[config.mk]
export PLATFORM = sky130hd
export DESIGN_NAME = multi_op_integer_arith_unit
export DESIGN_NICKNAME = d
export VERILOG_FILES = /design/src/hdl/moiau_pkg.sv /design/src/hdl/moiau_shared_unit.sv /design/src/hdl/multi_op_integer_arith_unit.sv
export VERILOG_INCLUDE_DIRS = /design/src /design/src/hdl
export SDC_FILE = /design/constraint.sdc
export NUM_CORES = 2
export LEC_CHECK = 0
export BUFFER_PORTS_ARGS = -buffer_cell sky130_fd_sc_hd__buf_2
export CORE_AREA = 2 2 382 384
export CTS_CLUSTER_DIAMETER = 200
export DETAILED_ROUTE_END_ITERATION = 10
export DIE_AREA = 0 0 384 386
export SLEW_MARGIN = 20
export SYNTH_ARGS = -nofsm -noshare
export SYNTH_HDL_FRONTEND = slang
export SYNTH_SLANG_ARGS = --single-unit
[constraint.sdc]
create_clock -name clk -period 13.4 [get_ports clk]
set_input_delay 2.68 -clock clk [delete_from_list [all_inputs] [get_ports clk]]
set_output_delay 2.68 -clock clk [all_outputs]
set_load 0.01 [all_outputs]
[src/hdl/assert_macros.svh]
// ---------------------------------------------------------------------------
// Assertion macros shared by the integer arithmetic unit
// ---------------------------------------------------------------------------
`ifndef ASSERT_MACROS_SVH
`define ASSERT_MACROS_SVH

// Check that cons holds in the same cycle as ante
`define ASSERT_IMPLIES(label, clk, rst_n, ante, cons, msg) \
	label: assert property (@(posedge clk) disable iff (!rst_n) (ante) |-> (cons)) \
		else $error(msg);

// Check that cons holds in the cycle after ante
`define ASSERT_NEXT(label, clk, rst_n, ante, cons, msg) \
	label: assert property (@(posedge clk) disable iff (!rst_n) (ante) |=> (cons)) \
		else $error(msg);

`endif

[src/hdl/moiau_pkg.sv]
// ---------------------------------------------------------------------------
// moiau_pkg
// Types, widths and codes for the multi-operation integer arithmetic unit.
// ---------------------------------------------------------------------------
package moiau_pkg;

	// Operand width and quotient scaling
	localparam int DATA_W         = 32;
	localparam int QUOTIENT_SCALE = 100;

	// Word field widths
	localparam int MODE_W   = 4;
	localparam int FIRST_W  = 39;
	localparam int STATUS_W = 2;

	// Scaled dividend: magnitude of operand times the scale
	localparam int NUM_W  = DATA_W - 1 + $clog2(QUOTIENT_SCALE + 1);
	// Compare-subtract width: partial remainder plus one shifted-in bit
	localparam int CS_W   = DATA_W + 1;
	localparam int PROD_W = 2 * DATA_W;
	localparam int ROOT_W = DATA_W / 2;
	localparam int SREM_W = ROOT_W + 2;
	localparam int CNT_W  = $clog2(NUM_W);

	// Operation codes
	localparam logic [MODE_W-1:0] MODE_ADD    = 4'd0;
	localparam logic [MODE_W-1:0] MODE_SUB    = 4'd1;
	localparam logic [MODE_W-1:0] MODE_MUL    = 4'd2;
	localparam logic [MODE_W-1:0] MODE_DIV    = 4'd3;
	localparam logic [MODE_W-1:0] MODE_REM    = 4'd4;
	localparam logic [MODE_W-1:0] MODE_POW    = 4'd5;
	localparam logic [MODE_W-1:0] MODE_SQUARE = 4'd6;
	localparam logic [MODE_W-1:0] MODE_CUBE   = 4'd7;
	localparam logic [MODE_W-1:0] MODE_SQRT   = 4'd8;

	// Status codes
	localparam logic [STATUS_W-1:0] STAT_OK       = 2'd0;
	localparam logic [STATUS_W-1:0] STAT_DIV_ZERO = 2'd1;
	localparam logic [STATUS_W-1:0] STAT_NEG_SQRT = 2'd2;

	typedef struct packed {
		logic [MODE_W-1:0]        mode;
		logic signed [DATA_W-1:0] operand_a;
		logic signed [DATA_W-1:0] operand_b;
	} in_word_t;

	typedef struct packed {
		logic signed [FIRST_W-1:0] value_first;
		logic signed [DATA_W-1:0]  value_second;
		logic [STATUS_W-1:0]       status;
	} out_word_t;

	// Operands presented to the shared arithmetic unit
	typedef struct packed {
		logic [DATA_W-1:0] mul_x;
		logic [DATA_W-1:0] mul_y;
		logic [CS_W-1:0]   cs_l;
		logic [CS_W-1:0]   cs_r;
	} shared_req_t;

	// Results returned by the shared arithmetic unit
	typedef struct packed {
		logic [PROD_W-1:0] prod;
		logic [CS_W-1:0]   diff;
		logic              ge;
	} shared_rsp_t;

endpackage

[src/hdl/moiau_shared_unit.sv]
// ---------------------------------------------------------------------------
// moiau_shared_unit
// One unsigned multiplier and one compare-subtract, shared by all operations
// but add and subtract, under the sequencer of the top level.
// ---------------------------------------------------------------------------
module moiau_shared_unit (
	input  moiau_pkg::shared_req_t req,
	output moiau_pkg::shared_rsp_t rsp
);

	logic [moiau_pkg::CS_W:0] diff_w;

	// Full-width unsigned product; callers take the bits they need
	assign rsp.prod = moiau_pkg::PROD_W'(req.mul_x) * moiau_pkg::PROD_W'(req.mul_y);

	// Subtract with borrow out; no borrow means cs_l >= cs_r
	assign diff_w   = {1'b0, req.cs_l} - {1'b0, req.cs_r};
	assign rsp.diff = diff_w[moiau_pkg::CS_W-1:0];
	assign rsp.ge   = ~diff_w[moiau_pkg::CS_W];

endmodule

[src/hdl/multi_op_integer_arith_unit.sv]
// ---------------------------------------------------------------------------
// multi_op_integer_arith_unit
// Integer ALU with add, subtract, multiply, scaled rounded divide,
// remainder, power, square, cube and floor square root.
// ---------------------------------------------------------------------------
//  channel | signals                        | word
//  --------+--------------------------------+------------------------------
//  input   | in_valid / in_ready / in_data  | mode, operand_a, operand_b
//  output  | out_valid / out_ready/out_data | value_first, value_second, status
//
//  Add, sub, unused codes and the early-out error or negative-exponent
//  words go from acceptance directly to the result step; mul, square
//  and cube take multiplier passes; power squares and multiplies per
//  exponent bit; divide and remainder take one quotient bit per cycle,
//  divide after scaling the dividend; square root takes one root bit
//  per cycle, both operands in turn, all on the one shared multiplier and
//  subtractor. in_ready is high only while the sequencer is idle; a
//  finished result waits in the output register while the next word is
//  taken in. Reset clears the sequencer and the output valid flag.
// ---------------------------------------------------------------------------
`include "assert_macros.svh"

module multi_op_integer_arith_unit (
	input  logic                  clk,
	input  logic                  arst_n,
	input  logic                  in_valid,
	output logic                  in_ready,
	input  moiau_pkg::in_word_t   in_data,
	output logic                  out_valid,
	input  logic                  out_ready,
	output moiau_pkg::out_word_t  out_data
);

	localparam int DW = moiau_pkg::DATA_W;
	localparam int NW = moiau_pkg::NUM_W;
	localparam int RW = moiau_pkg::ROOT_W;
	localparam int SW = moiau_pkg::SREM_W;
	localparam int CW = moiau_pkg::CNT_W;
	localparam int FW = moiau_pkg::FIRST_W;

	typedef enum logic [5:0] {
		ST_IDLE  = 6'b000001,
		ST_SCALE = 6'b000010,
		ST_MUL   = 6'b000100,
		ST_DIV   = 6'b001000,
		ST_SQRT  = 6'b010000,
		ST_FIN   = 6'b100000
	} state_t;

	state_t state_q, state_d;

	logic                                  accept;
	logic                                  out_free;
	logic [moiau_pkg::MODE_W-1:0]          mode_q;
	logic [DW-1:0]                         a_q, b_q, opnd;
	logic [DW-1:0]                         in_mag_a, in_mag_b, a_mag;
	logic [DW-1:0]                         den_q, rem_q;
	logic [NW-1:0]                         num_q, quo_q;
	logic [DW-1:0]                         acc_q, base_q;
	logic [DW-2:0]                         exp_q;
	logic [DW-1:0]                         rad_q;
	logic [RW-1:0]                         root_q, root_next;
	logic [SW-1:0]                         srem_q;
	logic [CW-1:0]                         cnt_q;
	logic                                  slot_q, phase_q;
	logic [DW-1:0]                         res1_q, res2_q;
	logic [moiau_pkg::STATUS_W-1:0]        stat_q;
	logic                                  mul_last;
	moiau_pkg::shared_req_t                req;
	moiau_pkg::shared_rsp_t                rsp;
	moiau_pkg::out_word_t                  out_q, out_d;
	logic                                  out_valid_q;
	logic [NW-1:0]                         q_round;
	logic [FW-1:0]                         q_ext;
	logic [DW-1:0]                         rem_val, sum_val, dif_val;
	logic [moiau_pkg::STATUS_W-1:0]        init_stat;
	logic [DW-1:0]                         init_res1;
	logic [CW-1:0]                         init_cnt;

	assign accept    = in_valid && in_ready;
	assign in_ready  = (state_q == ST_IDLE);
	assign out_free  = !out_valid_q || out_ready;
	assign out_valid = out_valid_q;
	assign out_data  = out_q;

	// Operand magnitudes, two's complement
	assign in_mag_a  = in_data.operand_a[DW-1] ? (DW'(0) - in_data.operand_a) : in_data.operand_a;
	assign in_mag_b  = in_data.operand_b[DW-1] ? (DW'(0) - in_data.operand_b) : in_data.operand_b;
	assign a_mag     = a_q[DW-1] ? (DW'(0) - a_q) : a_q;
	assign opnd      = slot_q ? b_q : a_q;
	assign root_next = {root_q[RW-2:0], rsp.ge};

	moiau_shared_unit u_shared (
		.req (req),
		.rsp (rsp)
	);

	// Steer the shared unit by state
	always_comb begin
		req       = '0;
		req.mul_x = a_q;
		req.mul_y = b_q;
		unique case (state_q)
			ST_SCALE: begin
				req.mul_x = a_mag;
				req.mul_y = DW'(moiau_pkg::QUOTIENT_SCALE);
			end
			ST_MUL: begin
				case (mode_q) inside
					moiau_pkg::MODE_SQUARE, moiau_pkg::MODE_CUBE: begin
						req.mul_x = phase_q ? acc_q : opnd;
						req.mul_y = opnd;
					end
					moiau_pkg::MODE_POW: begin
						req.mul_x = phase_q ? base_q : acc_q;
						req.mul_y = base_q;
					end
					default: ;
				endcase
			end
			ST_DIV: begin
				req.cs_l = {rem_q, num_q[NW-1]};
				req.cs_r = moiau_pkg::CS_W'(den_q);
			end
			ST_SQRT: begin
				req.cs_l = moiau_pkg::CS_W'({srem_q, rad_q[DW-1:DW-2]});
				req.cs_r = moiau_pkg::CS_W'({root_q, 2'b01});
			end
			ST_FIN: begin
				// Round to nearest: twice the remainder against the divisor
				req.cs_l = {rem_q, 1'b0};
				req.cs_r = moiau_pkg::CS_W'(den_q);
			end
			default: ;
		endcase
	end

	// Last multiplier pass of the current operation
	always_comb begin
		case (mode_q) inside
			moiau_pkg::MODE_MUL:    mul_last = 1'b1;
			moiau_pkg::MODE_SQUARE: mul_last = slot_q;
			moiau_pkg::MODE_CUBE:   mul_last = slot_q && phase_q;
			moiau_pkg::MODE_POW:    mul_last = (exp_q == '0);
			default:                mul_last = 1'b1;
		endcase
	end

	// Sequencer
	always_comb begin
		state_d = state_q;
		unique case (state_q)
			ST_IDLE: begin
				if (accept) begin
					unique case (in_data.mode) inside
						moiau_pkg::MODE_MUL, moiau_pkg::MODE_SQUARE, moiau_pkg::MODE_CUBE:
							state_d = ST_MUL;
						moiau_pkg::MODE_POW:
							state_d = in_data.operand_b[DW-1] ? ST_FIN : ST_MUL;
						moiau_pkg::MODE_DIV:
							state_d = (in_data.operand_b == '0) ? ST_FIN : ST_SCALE;
						moiau_pkg::MODE_REM:
							state_d = (in_data.operand_b == '0) ? ST_FIN : ST_DIV;
						moiau_pkg::MODE_SQRT:
							state_d = ST_SQRT;
						default:
							state_d = ST_FIN;
					endcase
				end
			end
			ST_SCALE: state_d = ST_DIV;
			ST_MUL:   if (mul_last) state_d = ST_FIN;
			ST_DIV:   if (cnt_q == '0) state_d = ST_FIN;
			ST_SQRT:  if (cnt_q == '0 && slot_q) state_d = ST_FIN;
			ST_FIN:   if (out_free) state_d = ST_IDLE;
			default:  state_d = ST_IDLE;
		endcase
	end

	// Status, early result and step count for an incoming word
	always_comb begin
		init_stat = moiau_pkg::STAT_OK;
		init_res1 = '0;
		init_cnt  = CW'(RW - 1);
		case (in_data.mode) inside
			moiau_pkg::MODE_DIV, moiau_pkg::MODE_REM: begin
				if (in_data.operand_b == '0)
					init_stat = moiau_pkg::STAT_DIV_ZERO;
				init_cnt = (in_data.mode == moiau_pkg::MODE_DIV) ?
					CW'(NW - 1) : CW'(DW - 1);
			end
			moiau_pkg::MODE_POW: begin
				// Negative exponent: only unit bases survive
				if (in_data.operand_b[DW-1]) begin
					if (in_data.operand_a == DW'(1))
						init_res1 = DW'(1);
					else if (in_data.operand_a == '1)
						init_res1 = in_data.operand_b[0] ? '1 : DW'(1);
					else if (in_data.operand_a == '0)
						init_stat = moiau_pkg::STAT_DIV_ZERO;
				end
			end
			moiau_pkg::MODE_SQRT: begin
				if (in_data.operand_a[DW-1] || in_data.operand_b[DW-1])
					init_stat = moiau_pkg::STAT_NEG_SQRT;
			end
			default: ;
		endcase
	end

	// Assemble the result word
	always_comb begin
		q_round = quo_q + NW'(rsp.ge);
		q_ext   = FW'(q_round);
		rem_val = a_q[DW-1] ? (DW'(0) - rem_q) : rem_q;
		sum_val = a_q + b_q;
		dif_val = a_q - b_q;
		out_d.value_second = res2_q;
		out_d.status       = stat_q;
		case (mode_q) inside
			moiau_pkg::MODE_ADD: out_d.value_first = FW'($signed(sum_val));
			moiau_pkg::MODE_SUB: out_d.value_first = FW'($signed(dif_val));
			moiau_pkg::MODE_DIV: begin
				if (stat_q != moiau_pkg::STAT_OK)
					out_d.value_first = '0;
				else if (a_q[DW-1] ^ b_q[DW-1])
					out_d.value_first = FW'(0) - q_ext;
				else
					out_d.value_first = q_ext;
			end
			moiau_pkg::MODE_REM: begin
				if (stat_q != moiau_pkg::STAT_OK)
					out_d.value_first = '0;
				else
					out_d.value_first = FW'($signed(rem_val));
			end
			default: out_d.value_first = FW'($signed(res1_q));
		endcase
	end

	// Control registers
	always_ff @(posedge clk or negedge arst_n) begin
		if (!arst_n) begin
			state_q     <= ST_IDLE;
			out_valid_q <= 1'b0;
		end else begin
			state_q <= state_d;
			if (state_q == ST_FIN && out_free)
				out_valid_q <= 1'b1;
			else if (out_ready)
				out_valid_q <= 1'b0;
		end
	end

	// Datapath registers
	always_ff @(posedge clk) begin
		if (state_q == ST_FIN && out_free)
			out_q <= out_d;

		unique case (state_q)
			ST_IDLE: begin
				if (accept) begin
					mode_q  <= in_data.mode;
					a_q     <= in_data.operand_a;
					b_q     <= in_data.operand_b;
					res1_q  <= init_res1;
					res2_q  <= '0;
					stat_q  <= init_stat;
					slot_q  <= 1'b0;
					phase_q <= 1'b0;
					den_q   <= in_mag_b;
					rem_q   <= '0;
					quo_q   <= '0;
					num_q   <= NW'(in_mag_a) << (NW - DW);
					acc_q   <= DW'(1);
					base_q  <= in_data.operand_a;
					exp_q   <= in_data.operand_b[DW-2:0];
					rad_q   <= in_data.operand_a;
					root_q  <= '0;
					srem_q  <= '0;
					cnt_q   <= init_cnt;
				end
			end

			// Scale the dividend magnitude
			ST_SCALE: num_q <= rsp.prod[NW-1:0];

			// Multiply passes
			ST_MUL: begin
				case (mode_q) inside
					moiau_pkg::MODE_MUL: res1_q <= rsp.prod[DW-1:0];
					moiau_pkg::MODE_SQUARE: begin
						if (slot_q) res2_q <= rsp.prod[DW-1:0];
						else res1_q <= rsp.prod[DW-1:0];
						slot_q <= 1'b1;
					end
					moiau_pkg::MODE_CUBE: begin
						if (!phase_q) begin
							acc_q   <= rsp.prod[DW-1:0];
							phase_q <= 1'b1;
						end else begin
							if (slot_q) res2_q <= rsp.prod[DW-1:0];
							else res1_q <= rsp.prod[DW-1:0];
							phase_q <= 1'b0;
							slot_q  <= 1'b1;
						end
					end
					moiau_pkg::MODE_POW: begin
						// Square and multiply, low exponent bit first
						if (exp_q == '0) begin
							res1_q <= acc_q;
						end else if (!phase_q) begin
							if (exp_q[0]) acc_q <= rsp.prod[DW-1:0];
							phase_q <= 1'b1;
						end else begin
							base_q  <= rsp.prod[DW-1:0];
							exp_q   <= exp_q >> 1;
							phase_q <= 1'b0;
						end
					end
					default: ;
				endcase
			end

			// Restoring division, one quotient bit per cycle
			ST_DIV: begin
				rem_q <= rsp.ge ? rsp.diff[DW-1:0] : req.cs_l[DW-1:0];
				quo_q <= {quo_q[NW-2:0], rsp.ge};
				num_q <= num_q << 1;
				cnt_q <= cnt_q - CW'(1);
			end

			// Digit-by-digit square root, one root bit per cycle
			ST_SQRT: begin
				if (cnt_q == '0) begin
					if (slot_q)
						res2_q <= opnd[DW-1] ? '0 : DW'(root_next);
					else
						res1_q <= opnd[DW-1] ? '0 : DW'(root_next);
					// Move on to the second operand
					slot_q <= 1'b1;
					rad_q  <= b_q;
					root_q <= '0;
					srem_q <= '0;
					cnt_q  <= CW'(RW - 1);
				end else begin
					root_q <= root_next;
					srem_q <= rsp.ge ? rsp.diff[SW-1:0] : req.cs_l[SW-1:0];
					rad_q  <= rad_q << 2;
					cnt_q  <= cnt_q - CW'(1);
				end
			end

			default: ;
		endcase
	end

	// Checks
	`ASSERT_IMPLIES(a_div_rem_below_den, clk, arst_n, state_q == ST_DIV, rem_q < den_q, "div remainder not below divisor")
	`ASSERT_NEXT(a_div_ends, clk, arst_n, state_q == ST_DIV && cnt_q == '0, state_q == ST_FIN, "divide overran")
	`ASSERT_IMPLIES(a_sqrt_rem_bound, clk, arst_n, state_q == ST_SQRT, srem_q <= SW'({root_q, 1'b0}), "sqrt remainder too large")
	`ASSERT_NEXT(a_accept_leaves_idle, clk, arst_n, accept, state_q != ST_IDLE, "word accepted but sequencer idle")

endmodule

==> results <==
- The critical path's top delay family is adder cells.
- The category of the critical setup timing path is reg -> reg.
- The die is 386 µm tall.
- The horizontal die dimension is 384 µm.
- The worst-path cell with the longest stage delay is sky130_fd_sc_hd__edfxtp_1.
- For the pin with the worst max-slew slack, the measured transition is 1.26 ns.
- The mean post-synth cell area is 9.16 µm².
- The CTS sink count is 522.
- The initial core utilization is 37.7%.
- TritonCTS built the clock tree.
- The placement row count is 140.
- Yosys mapped the design onto 91 distinct sky130hd cell types.
- The core region is 0.145 mm².
- The total of endpoints with negative setup slack in the final report is 0.
- The run finished with clean final reports.
- Counting every net in the synthesized netlist gives 6830.
- Of the synthesized area, sequential elements account for 28.7%.
- Once placement finished, the instance area stood at 0.0575 mm².
- Across the run, the number of max-cap violations was 0.
- The highest cell delay on the worst timing path is 0.96 ns.
- The maximum clock frequency is 0.0879 GHz.
- Post-CTS timing repair inserted 0 buffers for setup.
- The min-delay analysis places its worst path in the category reg -> reg.
- In the routed design, unresolved DRC markers number 0.
- The deepest level of the CTS H-tree is 2.
- The critical path data arrival time is 11.74 ns.
- In this run, CTS created clock tree buffers numbering 56.
- The detailed-routing iteration count for the pre-antenna-repair pass is 7.
- The final layout contains 6835 nets.
- The final instance area is 0.0594 mm².
- In this run the cell area of the synthesized design comes to 0.0544 mm².
- The cell seen most often among critical-path stages is sky130_fd_sc_hd__fa_1.
- The area growth from synthesis to final layout is 9.17%.
- The final layout contains routed wiring with a total length of 207000 µm.
- STA puts the critical path data required time at 13.76 ns.
- Counting flops with a built-in enable in the synthesized netlist gives 515.
- Summed over all nets, the half-perimeter wirelength after detailed placement is 160000 µm.
- Together, buffers and inverters on the worst path number 6.
- The cell count after synthesis is 5937.
- Gates resized during post-CTS repair numbered 0.
- For this design, the CTS-stage hold fixing added 0 buffers.
- The post-synthesis register bit count is 522.
- The first global-routing pass estimated 300000 µm of wire.
- Entering global routing, the biggest net connects 76 pins.
- The type of destination of the critical path is a register.
- After clock tree synthesis, the clock-pin slew on the worst setup and hold paths is 0.07 ns.
- 147 I/O pins were placed.
- The total count of max-transition violations in the final report is 0.
- The final number of hold-violating endpoints was 0.
- The time the worst path needs with I/O delays and setup is 11.38 ns.
- The proportion of register bits with asynchronous set or reset after synthesis is 1.34%.
- The setup TNS is 0 ns.
- In the final routed layout, each cell accounts on average for 26.1 µm.
- The die covers 0.148 mm².
- The number of antenna violations at the first check in global routing is 19.
- The count of buffers from port buffering is 146.
- Setup repair after global routing left no endpoint under its margin.
- The DRC marker count from the first detailed-route iteration is 5747.
- The via count of the first global-routing pass is 44370.
- The total overflow left after global routing is 0.
- The share of layout cells above drive strength 1 is 8.59%.
- The worst clock skew is 0.0837 ns.
- The sort of element at the start of the critical path is a register.
- The count of warnings emitted by yosys is 0.
- Counting along the longest clock path gives a buffer depth of 3.
- In this run the worst path has a maximum fanout of 30.
- The overall track demand over capacity in global routing is 27.6%.
- The period utilization is 84.9%.
- The count of nets left with antenna violations once routing finished came out at 0.
- For the worst-skew pair, the clock arrives at the later sink with an insertion delay of 0.69 ns.
- The average vias per placed instance is 5.82.
- The count of vias placed by the detailed router is 46023.
- The relative max-transition margin is 16.1%.
- The global placer's final weighted congestion is 1.01.
- The root cell of the clock tree is sky130_fd_sc_hd__clkbuf_16.
- The most used flip-flop cell after synthesis is sky130_fd_sc_hd__edfxtp_1.
## cells by family after synthesis
kind of cell | after synthesis | share of synthesized area (%)
other | 1 | 0.00689
AND/OR/NAND/NOR | 1967 | 16.1
buffers and inverters | 1033 | 7.20
XOR/XNOR | 304 | 5.02
AO/OA/AOI/OAI | 1191 | 14.2
flip-flops | 522 | 28.7
adder cells (fa/ha/maj) | 821 | 26.9
multiplexers | 98 | 1.88
## per-layer routing
metal,track usage [%],vias up,routed length (µm)
met2,40.7,2515,87800
li1,-,20014,-
met5,1.14,-,351
met3,6.77,496,23700
met1,37.9,22978,83300
met4,12.7,20,11500
## through the flow
stage	hold WS, ns	instances	utilization [%]	setup WS, ns
after floorplan	0.400	5937	-	3.69
after global placement	0.402	7799	39.8	2.12
after detailed placement	0.405	7800	39.8	1.91
after CTS	0.420	7903	41.1	1.79
after global routing	0.432	7905	41.1	1.58
final	0.419	7912	41.1	2.02
## placed cells by master (no fill, tap or decap), types with 47 or more instances in the layout
master,netlist,routed
sky130_fd_sc_hd__nor2_1,709,708
sky130_fd_sc_hd__inv_1,696,695
sky130_fd_sc_hd__nand2_1,697,692
sky130_fd_sc_hd__fa_1,579,579
sky130_fd_sc_hd__edfxtp_1,515,515
sky130_fd_sc_hd__o21ai_0,302,295
sky130_fd_sc_hd__a21oi_1,291,281
sky130_fd_sc_hd__ha_1,242,242
sky130_fd_sc_hd__xnor2_1,213,212
sky130_fd_sc_hd__buf_2,28,146
sky130_fd_sc_hd__buf_4,0,135
sky130_fd_sc_hd__and2_1,93,93
sky130_fd_sc_hd__xor2_1,86,86
sky130_fd_sc_hd__a21o_1,83,83
sky130_fd_sc_hd__nor3_1,73,69
sky130_fd_sc_hd__mux2i_1,65,65
sky130_fd_sc_hd__nand2b_1,65,65
sky130_fd_sc_hd__nand3_1,60,60
sky130_fd_sc_hd__a22oi_1,60,59
sky130_fd_sc_hd__o31ai_1,59,57
sky130_fd_sc_hd__clkbuf_16,0,57
sky130_fd_sc_hd__or3_1,47,47
## layout make-up
class,instances,area (µm²)
diodes,8,20.0
clock buffers,67,1460
clock inverters,36,334
fillers,14212,85100
inverters,697,2620
multi-input cells,4382,35100
flip-flops and latches,522,15600
well taps,1917,2400
repair buffers,283,1780
## synth_stat cells (73+ instances only)
cell / count / area [µm²]
sky130_fd_sc_hd__a21o_1: 83 / 623
sky130_fd_sc_hd__a21oi_1: 291 / 1460
sky130_fd_sc_hd__and2_1: 93 / 582
sky130_fd_sc_hd__clkbuf_1: 278 / 1040
sky130_fd_sc_hd__edfxtp_1: 515 / 15500
sky130_fd_sc_hd__fa_1: 579 / 11600
sky130_fd_sc_hd__ha_1: 242 / 3030
sky130_fd_sc_hd__inv_1: 696 / 2610
sky130_fd_sc_hd__nand2_1: 697 / 2620
sky130_fd_sc_hd__nor2_1: 709 / 2660
sky130_fd_sc_hd__nor3_1: 73 / 365
sky130_fd_sc_hd__o21ai_0: 302 / 1510
sky130_fd_sc_hd__xnor2_1: 213 / 1870
sky130_fd_sc_hd__xor2_1: 86 / 753
## final timing paths
kind                                 start           end  slack (ns)  depth (start not counted)
worst max register to register     phase_q    res1_q[24]        2.02                         28
min in group asynchronous           arst_n     out_valid        1.83                          1
max in group asynchronous           arst_n    state_q[0]       11.32                          1
worst min-delay path            res2_q[23]  out_data[25]        0.42                          0
worst max-delay path               phase_q    res1_q[24]        2.02                         28
worst min register to register  res2_q[23]  out_data[25]        0.42                          0
## flip-flops by register name, indices dropped and copies added (netlist names), 2 cells and up
register	cells
res1_q	32
rem_q	32
out_data	73
srem_q	18
stat_q	2
den_q	31
exp_q	31
num_q	38
base_q	32
root_q	16
b_q	32
mode_q	4
a_q	32
cnt_q	6
quo_q	38
rad_q	32
state_q	6
acc_q	32
res2_q	32
Power is not shown: default switching activity piles up to over one toggle a cycle in this logic, so the estimate is an artifact.
